**config.mk**
```make
export PLATFORM = sky130hd
export DESIGN_NAME = cpcr_isqrt
export DESIGN_NICKNAME = d
export VERILOG_FILES = /design/src/rtl/core/cpcr_isqrt.sv
export SDC_FILE = /design/constraint.sdc
export NUM_CORES = 2
export LEC_CHECK = 0
export BUFFER_PORTS_ARGS = -buffer_cell sky130_fd_sc_hd__buf_2
export CORE_AREA = 2 2 504 506
export DETAILED_ROUTE_END_ITERATION = 10
export DIE_AREA = 0 0 506 508
export SLEW_MARGIN = 20
export SYNTH_ARGS = -nofsm -noshare
export SYNTH_HDL_FRONTEND = slang
export SYNTH_SLANG_ARGS = --single-unit
```
**constraint.sdc**
```tcl
create_clock -name clk -period 8.94 [get_ports clk]
set_clock_uncertainty 0.05 [all_clocks]
set_input_delay 0.447 -clock clk [delete_from_list [all_inputs] [get_ports clk]]
set_output_delay 0.447 -clock clk [all_outputs]
set_load 0.01 [all_outputs]
```
**src/rtl/core/cpcr_isqrt.sv**
```systemverilog
// pipelined integer square root, one result bit per register stage
module cpcr_isqrt #(
    parameter int XW = 51,
    parameter int RW = 25,
    parameter int SW = 8
) (
    input  logic          clk,
    input  logic          rst_n,
    input  logic          en,
    input  logic          in_vld,
    input  logic [XW-1:0] x,
    input  logic [SW-1:0] in_side,
    output logic          out_vld,
    output logic [RW-1:0] root,
    output logic [SW-1:0] out_side
);

    logic          vld_reg  [RW];
    logic [XW-1:0] x_reg    [RW];
    logic [XW-1:0] sq_reg   [RW];
    logic [RW-1:0] r_reg    [RW];
    logic [SW-1:0] side_reg [RW];

    genvar i;
    generate
        for (i = 0; i < RW; i++)
        begin : g_stage
            localparam int B = RW - 1 - i;
            logic          v_in;
            logic [XW-1:0] x_in;
            logic [XW-1:0] sq_in;
            logic [RW-1:0] r_in;
            logic [SW-1:0] s_in;
            logic [XW:0]   trial;
            logic [XW-1:0] sq_next;
            logic [RW-1:0] r_next;

            if (i == 0)
            begin : g_first
                assign v_in  = in_vld;
                assign x_in  = x;
                assign sq_in = '0;
                assign r_in  = '0;
                assign s_in  = in_side;
            end
            else
            begin : g_rest
                assign v_in  = vld_reg[i-1];
                assign x_in  = x_reg[i-1];
                assign sq_in = sq_reg[i-1];
                assign r_in  = r_reg[i-1];
                assign s_in  = side_reg[i-1];
            end

            // (r + 2^b)^2 = r^2 + r*2^(b+1) + 2^(2b)
            always_comb
            begin
                trial = {1'b0, sq_in} + ((XW+1)'(r_in) << (B + 1))
                        + ((XW+1)'(1) << (2 * B));
                if (trial <= {1'b0, x_in})
                begin
                    sq_next = trial[XW-1:0];
                    r_next  = r_in | (RW'(1) << B);
                end
                else
                begin
                    sq_next = sq_in;
                    r_next  = r_in;
                end
            end

            always_ff @(posedge clk or negedge rst_n)
            begin
                if (!rst_n)
                    vld_reg[i] <= 1'b0;
                else if (en)
                    vld_reg[i] <= v_in;
            end

            always_ff @(posedge clk)
            begin
                if (en)
                begin
                    x_reg[i]    <= x_in;
                    sq_reg[i]   <= sq_next;
                    r_reg[i]    <= r_next;
                    side_reg[i] <= s_in;
                end
            end
        end
    endgenerate

    assign out_vld  = vld_reg[RW-1];
    assign root     = r_reg[RW-1];
    assign out_side = side_reg[RW-1];

endmodule

```
==> reports/qor.txt <==
Share of layout cells above drive strength 1 - 8.80%
R2r setup slk - 1.70 ns
CTS tree - built
Final Critical Period - 7.24 ns
Design Area, Final - 127,000 µm²
Register area - 70,400 µm²
Fmax - 138 MHz
Yosys reg bits - 2,349
Row Count - 185
MaxCap Viol Count - 0
Post-Route WL - 267 mm
Worst setup path end - r_reg[6][0]
Synthesized area - 113,000 µm²
Worst min path class - in2async
H-tree lvl count - 5
CP top delay family - compound AO/OA/AOI/OAI gates
Setup TNS - 0 ns
Final Setup Violations - 0
Mapped Cells - 8,468
Antenna violations before repair - 6
Setup crit start - sq_reg[2][366]
ANT nets after route - 0
Port Buffers - 96
Multi-input gate area - 39,400 µm²
Clock sinks - 2,349
FF-to-FF Start - sq_reg[2][366]
CTS clk-pin slew, worst paths - 0.06 ns
GRT Residual Overflow - 0
Total track usage - 20.6%
IO Pins - 97
Initial DRC count - 4,666
Routed vias - 66,900
P per Cell Area - 284 nW/µm²
Drt drc - 0
Asr flop ratio synth - 1.06%
First-pass GRT wire length - 408 mm
TritonCTS buffer count - 277
Commonest cells after routing, fill and taps aside - edfxtp_1, ha_1, inv_1
Via-to-Cell Ratio - 5.39
HPWL after DPL - 204 mm
Largest net degree at the start of global routing - 222
Cells on worst reg2reg path - 19
First-pass DRT Iterations - 6
Root buffer cell - clkbuf_16
Final RePlAce weighted congestion - 0.908
Placeable Area - 252,000 µm²
Setup crit end kind - flip-flop
Cell breakdown of the critical path - ha_1, a2111oi_0, a211oi_1, a31oi_1, o21ai_0, o41ai_1, a2bb2oi_2, nor2_1, nand3_1, xnor2_1, ha_1, nand4_1, nor4_1, nand3_1, nor3_2, o211ai_1, nand2_1, o21a_1, a31oi_1
Fin nets - 9,786
CTS resizes - 0
Mapped Avg Cell Area - 13.3 µm²
Initial Util - 44.8%
Unique masters post-synth - 96
Max reg flops - 1,224
Leak Pwr - 49.3 nW
Synth warn - 0
Final Power - 0.0361 W
Worst-Skew Late Latency - 0.94 ns
Worst-Margin Slew - 1.24 ns
Final Max Tran Viols - 0
Area post-placement - 118,000 µm²
Fill cell count - 21,500
Crit-path max FO - 7
Crit. path cell count - 19
Buf/Inv on CP - 0
Fin. Hold Viols - 0
Tcrit/Tclk final - 81.0%
Syn Nets - 9,408
Post-CTS Setup Bufs - 0
Main synth FF type - edfxtp_1
Clk buf depth - 4
Drt wl/cell - 21.5 µm
CP arrival - 7.85 ns
Post-synth EDFFs - 2,324
Max incr delay on CP - 0.83 ns
Crit path kind - reg2reg
Die X - 506 µm
Most common cell after layout, fill and taps aside - edfxtp_1
Register area share after synthesis - 62.3%
Die footprint - 257,000 µm²
Status - complete, no violations
Hold_buf cts - 62
Vias in the first global route - 67,900
Max_slew headroom - 16.8%
WP data required - 9.56 ns
Critical path launch point type - flip-flop
Reg-to-reg critical path endpoint - r_reg[6][0]
Synthesis-to-layout area growth - 12.4%
RSZ-0062 raised after global routing - no
VDD IR max - 0.174 mV
Crit-path slowest cell - o41ai_1
Die outline height - 508 µm
## worst min path at each step
stage	from	end	slack [ns]	cells after the start
6_report	rst_n	g_stage[19].v_in	0.04	2
5_1_grt	rst_n	g_stage[21].v_in	0.06	2
4_1_cts	rst_n	g_stage[7].v_in	0.004	2
3_5_place_dp	side_reg[9][9]	side_reg[10][1]	0.35	0
3_3_place_gp	side_reg[4][7]	side_reg[4][15]	0.35	0
2_1_floorplan	rst_n	g_stage[10].v_in	0.10	0
## synthesized netlist by cell type, types with 120 or more instances
master    number  area, µm²
a21o_1       208       1560
a21oi_1      374       1870
edfxtp_1    2324      69800
ha_1         877      11000
inv_1        730       2740
mux2_2       190       2140
nand2_1      590       2210
nand3_1      210       1050
nand4_1      175       1090
nor2_1       451       1690
nor3_1       120        601
nor4_1       138        863
o21ai_0      214       1070
xnor2_1      503       4410
xor2_1       321       2810
## worst reg2reg max path, delay by kind of cell, from the launching register on
family / cells / cell delay (ns)
flip-flops: 1 / 0.37
AO/OA/AOI/OAI: 9 / 3.32
AND/OR/NAND/NOR: 7 / 2.45
XOR/XNOR: 1 / 0.08
adder cells (fa/ha/maj): 2 / 0.71
## metal layers
layer | share of wire (%) | GRT usage, % | vias to the layer above
li1 | - | - | 32200
met1 | 41 | 25.2 | 32800
met2 | 51 | 37.2 | 1397
met3 | 3.7 | 2.76 | 477
met4 | 3.6 | 7.41 | 0
met5 | 0 | 0 | -
## power by group
| group | internal [W] | switching, W |
|---|---|---|
| Clock | 0.00643 | 0.00433 |
| Combinational | 0.00437 | 0.00593 |
| Sequential | 0.0139 | 0.00115 |
## metrics by stage
step	cells	util, %	hold WS, ns	setup slack (ns)
6_report	12400	50.3	0.0429	1.70
5_1_grt	12400	50.3	0.0645	1.19
4_1_cts	12400	50.3	0.00422	1.44
3_5_place_dp	11900	46.7	0.355	1.41
3_3_place_gp	11900	46.6	0.351	0.538
2_1_floorplan	8468	-	0.101	3.75
## cell families after synthesis
kind of cell / synth area share [%]
flip-flops: 62.3
AND/OR/NAND/NOR: 9.40
AO/OA/AOI/OAI: 7.21
adder cells (fa/ha/maj): 9.72
buffers and inverters: 2.82
XOR/XNOR: 6.39
multiplexers: 2.12
## cell type report
type / instances / share of cell area (%)
Antenna cell: 5 / 0.00986
Clock buffer: 336 / 5.69
Clock inverter: 132 / 1.06
Inverter: 735 / 2.17
Multi-Input combinational cell: 5288 / 31.1
Sequential cell: 2349 / 55.5
Tap cell: 3366 / 3.32
Timing Repair Buffer: 195 / 1.23
No activity file was read; power rests on OpenSTA's default activity.
